## config.mk

```make
export PLATFORM = sky130hd
export DESIGN_NAME = first_fit_heap_allocator
export DESIGN_NICKNAME = d
export VERILOG_FILES = /design/src/sv/ffha_pkg.sv /design/src/sv/ffha_seg_mem.sv /design/src/sv/first_fit_heap_allocator.sv
export SDC_FILE = /design/constraint.sdc
export NUM_CORES = 1
export LEC_CHECK = 0
export ABC_CLOCK_PERIOD_IN_PS = 7800
export BUFFER_PORTS_ARGS = -buffer_cell sky130_fd_sc_hd__buf_2
export CAP_MARGIN = 0
export CELL_PAD_IN_SITES_DETAIL_PLACEMENT = 0
export CELL_PAD_IN_SITES_GLOBAL_PLACEMENT = 1
export CORE_MARGIN = 2
export CORE_UTILIZATION = 53
export CTS_CLUSTER_DIAMETER = 30
export DETAILED_ROUTE_END_ITERATION = 16
export PLACE_DENSITY_LB_ADDON = 0.1
export SLEW_MARGIN = 10
export SYNTH_ARGS = -nofsm -noshare
export SYNTH_HDL_FRONTEND = slang
export SYNTH_SLANG_ARGS = --single-unit
export TNS_END_PERCENT = 30
```

## constraint.sdc

```tcl
create_clock -name i_clk -period 7.8 [get_ports i_clk]
set_clock_uncertainty 0.1 [all_clocks]
set_input_delay 0.39 -clock i_clk [delete_from_list [all_inputs] [get_ports i_clk]]
set_output_delay 0.39 -clock i_clk [all_outputs]
set_load 0.1 [all_outputs]
```

## src/sv/ffha_pkg.sv

```systemverilog
`default_nettype none
package ffha_pkg;
    localparam int ArenaBytesDef  = 1024;
    localparam int AlignBytesDef  = 16;
    localparam int HeaderBytesDef = 16;
    localparam int MaxSegmentsDef = 32;

    localparam logic [1:0] ST_OK      = 2'd0;
    localparam logic [1:0] ST_NOFIT   = 2'd1;
    localparam logic [1:0] ST_UNKNOWN = 2'd2;

    localparam logic CMD_ALLOC = 1'b0;
    localparam logic CMD_FREE  = 1'b1;

    typedef struct packed {
        logic       command;
        logic [9:0] request_size;
        logic [9:0] free_offset;
    } t_in_beat;

    typedef struct packed {
        logic [9:0] payload_offset;
        logic [1:0] status;
    } t_out_beat;

    typedef enum logic [3:0] {
        S_IDLE,
        S_SCAN_RD,
        S_SCAN_CHK,
        S_SPLIT_RD,
        S_SPLIT_WR,
        S_SPLIT_NEW,
        S_MERGE_LD,
        S_MERGE_RD,
        S_MERGE_CHK,
        S_MERGE_MOVE,
        S_DONE
    } t_state;
endpackage
`default_nettype wire

```

## src/sv/ffha_seg_mem.sv

```systemverilog
`default_nettype none
// Segment table storage: start, size, used per entry; one write port,
// one registered read port.
module ffha_seg_mem #(
    parameter int DEPTH = 32,
    parameter int AW    = 16,
    parameter int IW    = 5
) (
    input  wire logic          i_clk,
    input  wire logic          i_we,
    input  wire logic [IW-1:0] i_waddr,
    input  wire logic [AW-1:0] i_wstart,
    input  wire logic [AW-1:0] i_wsize,
    input  wire logic          i_wused,
    input  wire logic [IW-1:0] i_raddr,
    output logic      [AW-1:0] o_rstart,
    output logic      [AW-1:0] o_rsize,
    output logic               o_rused
);
    logic [2*AW:0] r_mem [DEPTH];

    always_ff @(posedge i_clk) begin
        if (i_we) begin
            r_mem[i_waddr] <= {i_wstart, i_wsize, i_wused};
        end
        {o_rstart, o_rsize, o_rused} <= r_mem[i_raddr];
    end
endmodule
`default_nettype wire

```

## src/sv/first_fit_heap_allocator.sv

```systemverilog
`default_nettype none
// First-fit heap allocator with coalescing.
// Input channel (i_in_valid/o_in_ready, i_in_data): one beat is a command,
// allocate (request_size) or free (free_offset). Output channel
// (o_out_valid/i_out_ready, o_out_data): exactly one result beat per input
// beat: payload offset and status (ok, no fit, unknown offset).
// The segment table lives in a memory with one registered read port, walked
// by one sequencer with one shared adder/comparator. A scan step is a read
// state followed by a check state for each segment. An allocate is accepted,
// scans, and on a split shifts the later entries up one place and writes
// the new free entry. A free scans, reloads entry 0 unless the freed entry
// is entry 0, then sweeps the adjacent pairs, merging two free neighbours
// and moving the later entries down one place on each merge.
// One item is in flight at a time: o_in_ready is high only when idle. The
// result is held in the done state until taken; a stalled receiver keeps the
// block waiting there and o_in_ready low.
// Reset (synchronous, active low) sets the table to one free segment of
// the whole arena; no clearing pass is needed (entry 0 reads as its reset
// value until first written, other entries are only used below the count).
module first_fit_heap_allocator #(
    parameter int ARENA_BYTES  = ffha_pkg::ArenaBytesDef,
    parameter int ALIGN_BYTES  = ffha_pkg::AlignBytesDef,
    parameter int HEADER_BYTES = ffha_pkg::HeaderBytesDef,
    parameter int MAX_SEGMENTS = ffha_pkg::MaxSegmentsDef
) (
    input  wire logic                i_clk,
    input  wire logic                i_rst_n,
    input  wire logic                i_in_valid,
    output logic                     o_in_ready,
    input  wire ffha_pkg::t_in_beat  i_in_data,
    output logic                     o_out_valid,
    input  wire logic                i_out_ready,
    output ffha_pkg::t_out_beat      o_out_data
);
    import ffha_pkg::*;

    localparam int AW = $clog2(ARENA_BYTES) + 1;
    localparam int IW = $clog2(MAX_SEGMENTS);
    localparam int CW = $clog2(MAX_SEGMENTS + 1);
    localparam int LA = $clog2(ALIGN_BYTES);
    localparam logic [AW-1:0] HDR  = AW'(HEADER_BYTES);
    localparam logic [AW-1:0] ALN  = AW'(ALIGN_BYTES);
    localparam logic [AW-1:0] SZ0  = AW'(ARENA_BYTES - HEADER_BYTES);
    localparam logic [CW-1:0] CMAX = CW'(MAX_SEGMENTS);

    t_state r_state, n_state;
    logic [CW-1:0] r_count, n_count;
    logic [CW-1:0] r_idx, n_idx;     // scan / merge position
    logic [CW-1:0] r_j, n_j;         // shift cursor
    logic          r_cmd;
    logic [AW-1:0] r_pad;
    logic [9:0]    r_foff;
    logic [AW-1:0] r_hs, n_hs;       // held segment start
    logic [AW-1:0] r_hz, n_hz;       // held segment size
    logic          r_hu, n_hu;
    logic [9:0]    r_off, n_off;
    logic [1:0]    r_st, n_st;
    logic          r_init;           // entry 0 not yet written since reset

    logic          we;
    logic [IW-1:0] waddr, raddr;
    logic [AW-1:0] wstart, wsize;
    logic          wused;
    logic [AW-1:0] m_start, m_size;
    logic          m_used;
    logic [AW-1:0] rd_start, rd_size;
    logic          rd_used;
    logic          r_rd0;

    ffha_seg_mem #(.DEPTH(MAX_SEGMENTS), .AW(AW), .IW(IW)) u_mem (
        .i_clk   (i_clk),
        .i_we    (we),
        .i_waddr (waddr),
        .i_wstart(wstart),
        .i_wsize (wsize),
        .i_wused (wused),
        .i_raddr (raddr),
        .o_rstart(m_start),
        .o_rsize (m_size),
        .o_rused (m_used)
    );

    // Entry 0 reads as its reset value until first written.
    always_comb begin
        if (r_init && r_rd0) begin
            rd_start = '0;
            rd_size  = SZ0;
            rd_used  = 1'b0;
        end else begin
            rd_start = m_start;
            rd_size  = m_size;
            rd_used  = m_used;
        end
    end

    // Shared adder / comparator
    logic [AW:0] sum;
    logic [AW-1:0] add_a, add_b;
    always_comb begin
        add_a = rd_start;
        add_b = HDR;
        unique case (r_state)
            S_SCAN_CHK: begin
                if (r_cmd == CMD_ALLOC) begin
                    add_a = r_pad;
                    add_b = HDR + ALN;
                end
            end
            S_SPLIT_NEW: begin add_a = r_hs; add_b = HDR + r_pad; end
            S_MERGE_CHK: begin add_a = r_hz; add_b = rd_size + HDR; end
            default: ;
        endcase
        sum = {1'b0, add_a} + {1'b0, add_b};
    end

    // split leaves at least a header plus one alignment unit; table not full
    wire split_ok = ({1'b0, rd_size} >= sum) && (r_count < CMAX);
    wire free_hit = (sum == (AW+1)'(r_foff));

    wire [AW-1:0] pad_in = AW'(((AW+1)'(i_in_data.request_size) + (AW+1)'(ALIGN_BYTES - 1))
                               >> LA) << LA;

    always_comb begin
        n_state = r_state;
        unique case (r_state)
            S_IDLE:      if (i_in_valid) n_state = S_SCAN_RD;
            S_SCAN_RD:   n_state = (r_idx < r_count) ? S_SCAN_CHK : S_DONE;
            S_SCAN_CHK: begin
                if (r_cmd == CMD_ALLOC) begin
                    if (!rd_used && rd_size >= r_pad) begin
                        n_state = split_ok ? S_SPLIT_RD : S_DONE;
                    end else n_state = S_SCAN_RD;
                end else if (free_hit) begin
                    n_state = (r_idx == '0) ? S_MERGE_RD : S_MERGE_LD;
                end else n_state = S_SCAN_RD;
            end
            S_SPLIT_RD:  n_state = (r_j > r_idx + 1'b1) ? S_SPLIT_WR : S_SPLIT_NEW;
            S_SPLIT_WR:  n_state = S_SPLIT_RD;
            S_SPLIT_NEW: n_state = S_DONE;
            S_MERGE_LD:  n_state = S_MERGE_RD;
            S_MERGE_RD:  n_state = (r_idx + 1'b1 < r_count) ? S_MERGE_CHK : S_DONE;
            S_MERGE_CHK: n_state = (!r_hu && !rd_used) ? S_MERGE_MOVE : S_MERGE_RD;
            S_MERGE_MOVE: n_state = (r_j + 1'b1 < r_count) ? S_MERGE_MOVE : S_MERGE_RD;
            S_DONE:      if (i_out_ready) n_state = S_IDLE;
            default:     n_state = S_IDLE;
        endcase
    end

    always_comb begin
        n_count = r_count; n_idx = r_idx; n_j = r_j;
        n_hs = r_hs; n_hz = r_hz; n_hu = r_hu; n_off = r_off; n_st = r_st;
        we = 1'b0; waddr = '0; wstart = r_hs; wsize = r_hz; wused = r_hu;
        raddr = r_idx[IW-1:0];
        unique case (r_state)
            S_IDLE: begin
                n_idx = '0; n_off = '0;
                n_st = (i_in_data.command == CMD_ALLOC) ? ST_NOFIT : ST_UNKNOWN;
                raddr = '0;
            end
            S_SCAN_RD: raddr = r_idx[IW-1:0];
            S_SCAN_CHK: begin
                n_hs = rd_start; n_hz = rd_size; n_hu = rd_used;
                if (r_cmd == CMD_ALLOC) begin
                    if (!rd_used && rd_size >= r_pad) begin
                        n_st = ST_OK;
                        n_off = 10'(rd_start + HDR);
                        n_hu = 1'b1;
                        we = 1'b1; waddr = r_idx[IW-1:0];
                        wstart = rd_start; wsize = rd_size; wused = 1'b1;
                        n_j = r_count;
                        if (split_ok) wsize = r_pad;
                    end else n_idx = r_idx + 1'b1;
                end else if (free_hit) begin
                    // freed entry held directly when it is entry 0,
                    // otherwise entry 0 is fetched for the merge sweep
                    n_st = ST_OK;
                    n_hu = 1'b0;
                    we = 1'b1; waddr = r_idx[IW-1:0];
                    wstart = rd_start; wsize = rd_size; wused = 1'b0;
                    n_idx = '0;
                    raddr = '0;
                end else n_idx = r_idx + 1'b1;
            end
            S_SPLIT_RD: raddr = IW'(r_j - 1'b1);
            S_SPLIT_WR: begin
                we = 1'b1; waddr = r_j[IW-1:0];
                wstart = rd_start; wsize = rd_size; wused = rd_used;
                n_j = r_j - 1'b1;
            end
            S_SPLIT_NEW: begin
                we = 1'b1; waddr = IW'(r_idx + 1'b1);
                wstart = sum[AW-1:0];
                wsize = r_hz - HDR - r_pad; wused = 1'b0;
                n_count = r_count + 1'b1;
            end
            S_MERGE_LD: begin
                n_hs = rd_start; n_hz = rd_size; n_hu = rd_used;
            end
            S_MERGE_RD: begin
                // hold entry idx, fetch idx+1
                raddr = IW'(r_idx + 1'b1);
            end
            S_MERGE_CHK: begin
                if (!r_hu && !rd_used) begin
                    n_hz = sum[AW-1:0];
                    we = 1'b1; waddr = r_idx[IW-1:0];
                    wstart = r_hs; wsize = sum[AW-1:0]; wused = 1'b0;
                    n_j = r_idx + 1'b1;
                    raddr = IW'(r_idx + 2'd2);
                end else begin
                    n_idx = r_idx + 1'b1;
                    n_hs = rd_start; n_hz = rd_size; n_hu = rd_used;
                end
            end
            S_MERGE_MOVE: begin
                // copy entry j+1 (just read) down to j, fetch the next one
                if (r_j + 1'b1 < r_count) begin
                    we = 1'b1; waddr = r_j[IW-1:0];
                    wstart = rd_start; wsize = rd_size; wused = rd_used;
                    n_j = r_j + 1'b1;
                    raddr = IW'(r_j + 2'd2);
                end else begin
                    n_count = r_count - 1'b1;
                end
            end
            default: ;
        endcase
    end

    always_ff @(posedge i_clk) begin
        if (!i_rst_n) begin
            r_state <= S_IDLE;
            r_count <= CW'(1);
            r_init  <= 1'b1;
            r_rd0   <= 1'b0;
        end else begin
            r_state <= n_state;
            r_count <= n_count;
            r_rd0   <= (raddr == '0);
            if (we && waddr == '0) r_init <= 1'b0;
        end
    end

    always_ff @(posedge i_clk) begin
        r_idx <= n_idx; r_j <= n_j;
        r_hs <= n_hs; r_hz <= n_hz; r_hu <= n_hu;
        r_off <= n_off; r_st <= n_st;
        if (r_state == S_IDLE) begin
            r_cmd  <= i_in_data.command;
            r_pad  <= pad_in;
            r_foff <= i_in_data.free_offset;
        end
    end

    assign o_in_ready  = (r_state == S_IDLE);
    assign o_out_valid = (r_state == S_DONE);
    assign o_out_data.payload_offset = (r_st == ST_OK) ? r_off : 10'd0;
    assign o_out_data.status = r_st;

    a_count_bound: assert property (@(posedge i_clk) disable iff (!i_rst_n)
        r_count >= CW'(1) && r_count <= CMAX) else $error("segment count out of range");
    a_one_side: assert property (@(posedge i_clk) disable iff (!i_rst_n)
        !(o_in_ready && o_out_valid)) else $error("ready while result pending");
    a_done_hold: assert property (@(posedge i_clk) disable iff (!i_rst_n)
        o_out_valid && !i_out_ready |=> o_out_valid) else $error("result dropped");
endmodule
`default_nettype wire
```

==> flow_summary.ini <==
[run_status]
status = finished clean

[clock_network]
cts.path.max_buffers = 3
cts_tree = done
clock_latency_ps = 740
h-tree-depth = 4
clk_pin_slew_worst_paths_ps = 40
cts_sinks = 836
cts-root-buf = clkbuf_16
cts_buffers = 156

[finish]
finish.net_count = 3282
syn_to_final_growth_pct = 21.6
fillers = 5284
fin_area_mm2 = 0.0454
layout-drive-gt1-share_pct = 16.7
utilization_pct = 65.0

[place]
dp_hpwl_mm = 76.4
place_area_mm2 = 0.0397
dp_slack_ps = 521
portBuffers = 38
place.gp.congestion = 0.945

[routing]
firstDrtPassIters = 6
drt_wl_total_mm = 119
drc = 0
vias = 26367
first_iter_violations = 3019
viasPerCell = 6.20
drtAntennaViolNets = 0
wl_per_cell_um = 27.9

[timing]
worst_slack_ps = 301
setup_tns_ps = 0
maxSlewViolCount = 0
hold_viol = 0
fin_crit_sh_pct = 96.1
period_minus_slack_ps = 7500
slew-limit-headroom_pct = 15.1
fmax_ghz = 0.133
whs_ps = 79.1
setup-violations-final = 0
rsz0062_at_grt = false
worst_slew_pin_slew_ps = 1270

[floorplan]
die_y_um = 269
start_util_pct = 53.4
die_x_um = 269
io_pins = 39
core_area_mm2 = 0.0699
rows = 97
die_area_mm2 = 0.0726

[logic_synthesis]
ys_seq_area_share_pct = 66.3
yosysTopAreaCell = edfxtp_1
ys_ff_latch = 836
synthFlopType = edfxtp_1
syn_area_per_cell_um2 = 12.6
synth.area.top_cells = edfxtp_1 (64%), nand2_1 (5.7%), mux2i_1 (2.7%)
netlist_area_mm2 = 0.0373
postSynthCellCount = 2964
synth_nets = 3068
synth-edff-count = 801
async_reset_ff_share_pct = 0
yosys_warnings = 0
synth.distinct_cells = 89
synth_top_area_share_pct = 64.4

[power]
powerDensity_mw_per_mm2 = 528
p_leak_uw = 0.0165
ir_drop_uv = 362

[grt]
met3_usage_pct = 6.46
grt_pass1_wl_mm = 173
antenna_found_initial = 0
grt_max_degree = 67
met1_usage_pct = 43.5
grt_pass1_vias = 25926
grt_use_met2_pct = 52.5
grt_usage_pct = 32.6
overflow = 0
busiest_layer = met2

[critical_path]
crit_start = r_state[1]$_SDFFE_PN0P_
cp_max_fo = 29
crit_required_ps = 8220
criticalPathCategory = flip-flop to flip-flop
crit_arrival_ps = 7920
start_kind = flip-flop
r2r_start = r_state[1]$_SDFFE_PN0P_
worstSetupEndpointType = flip-flop

[worst_hold_path]
min_from = i_in_data[11]
hold_path.class = primary input to flip-flop

[run]
drv_cap = 0
==> worst max-delay path: stages, from the launching register on <==
cell,delay [ps]
dfxtp_1,480
nand2b_1,270
or2_2,300
nor2_1,130
nor3_1,70
a21oi_1,570
buf_4,230
o21ai_0,90
ha_1,230
fa_1,490
a21o_1,230
a221oi_4,470
nor3_1,140
o311ai_1,490
and3_1,360
nand3_4,320
a31o_4,550
buf_4,310
buf_4,260
mux2i_1,210
o221ai_1,150
a211oi_1,520
a22oi_1,310
==> registers in the layout, summed over array words and instances, names as in the netlist, 7 cells and up <==
register	count
r_foff	10
r_hs	11
r_hz	11
r_off	10
r_pad	7
u_mem.o_rsize	11
u_mem.o_rstart	11
u_mem.r_mem	736
==> synthesized netlist by cell type (13+ instances only) <==
master / count
xor2_1: 15
clkbuf_1: 80
o22ai_1: 26
a31oi_1: 62
a211oi_1: 18
a21o_1: 14
nand4_1: 17
dfxtp_1: 35
o21ai_0: 88
ha_1: 77
o21a_1: 18
nor2_1: 130
inv_1: 82
xnor2_1: 46
buf_2: 61
o221ai_1: 47
nand2b_1: 20
mux4_2: 18
nor2b_1: 14
and3_1: 51
a21oi_1: 134
buf_4: 13
mux2i_1: 101
edfxtp_1: 801
nor3_1: 17
and2_1: 23
a22oi_1: 38
nand3_1: 184
nand2_1: 569
==> metrics by stage <==
step	instances	power, uW
floorplan	2964	13000
global placement	3940	17000
detailed placement	3940	17100
CTS	4249	23900
global route	4249	25000
finish	4250	24000
==> cells in the final DEF, fill, tap and decap left out, types with 18 or more instances in the layout <==
cell type / Yosys / final
o21ai_0: 88 / 86
and3_1: 51 / 51
dfxtp_1: 35 / 35
nand2_1: 569 / 569
nand2b_1: 20 / 20
nand3_1: 184 / 184
ha_1: 77 / 77
clkbuf_1: 80 / 21
and2_1: 23 / 22
o22ai_1: 26 / 26
a31oi_1: 62 / 62
clkinv_2: 0 / 21
clkinv_1: 1 / 18
nor2_4: 0 / 25
bufinv_16: 0 / 19
clkbuf_16: 0 / 158
mux2i_1: 101 / 101
o221ai_1: 47 / 46
nor2_1: 130 / 98
o21a_1: 18 / 18
inv_1: 82 / 82
a21oi_1: 134 / 126
a22oi_1: 38 / 38
edfxtp_1: 801 / 801
buf_12: 0 / 19
buf_2: 61 / 38
mux4_2: 18 / 18
dlygate4sd3_1: 0 / 20
buf_4: 13 / 146
xnor2_1: 46 / 46
a211oi_1: 18 / 18
==> layer usage <==
| metal | up-vias | share of wire, % |
|---|---|---|
| li1 | 11586 | - |
| met1 | 13118 | 39 |
| met2 | 1401 | 48 |
| met3 | 262 | 8.9 |
| met4 | 0 | 3.9 |
| met5 | - | 0 |
==> final timing paths <==
kind	cells past startpoint	slack, ps	end
worst max register to register	22	300	u_mem.o_rstart[1]$_DFF_P_
worst min-delay path	4	80	r_pad[4]$_DFFE_PP_
worst min register to register	2	440	r_init$_SDFFE_PN1P_
worst max-delay path	22	300	u_mem.o_rstart[1]$_DFF_P_
==> report_power, final <==
group	total [uW]	internal (uW)	switching (uW)
combinational	10500	3330	7180
clock	6800	4430	2360
sequential	6660	6330	328
total	24000	14100	9870
==> logic make-up (layout without fill, tap and decap cells) <==
group	after synthesis	in the layout	synth area share, %
AND/OR/NAND/NOR	1068	1068	12.8
AO/OA/AOI/OAI	546	546	9.87
multiplexers	119	119	3.79
other	0	1	0
buffers and inverters	250	595	2.89
XOR/XNOR	65	65	1.69
flip-flops	836	836	66.3
adder cells (fa/ha/maj)	80	80	2.71
==> what timing repair did <==
| action | in CTS | in global routing |
|---|---|---|
| hold buffers | 20 | 0 |
| setup buffers | 0 | 0 |
| gates resized for setup | 0 | 0 |
| endpoints found under the hold margin | 24 | 0 |
==> layout make-up <==
class                   instances  area (um2)  area share (%)
clock buffers                 183        4090            9.00
flip-flops and latches        836       24800            54.5
diodes                          1        2.50         0.00551
clock inverters               106        1360            3.00
well taps                     940        1180            2.59
multi-input cells            1878       11800            26.1
inverters                      83         312           0.686
repair buffers                223        1870            4.11
Note: power is estimated with default switching activity, not from simulation.
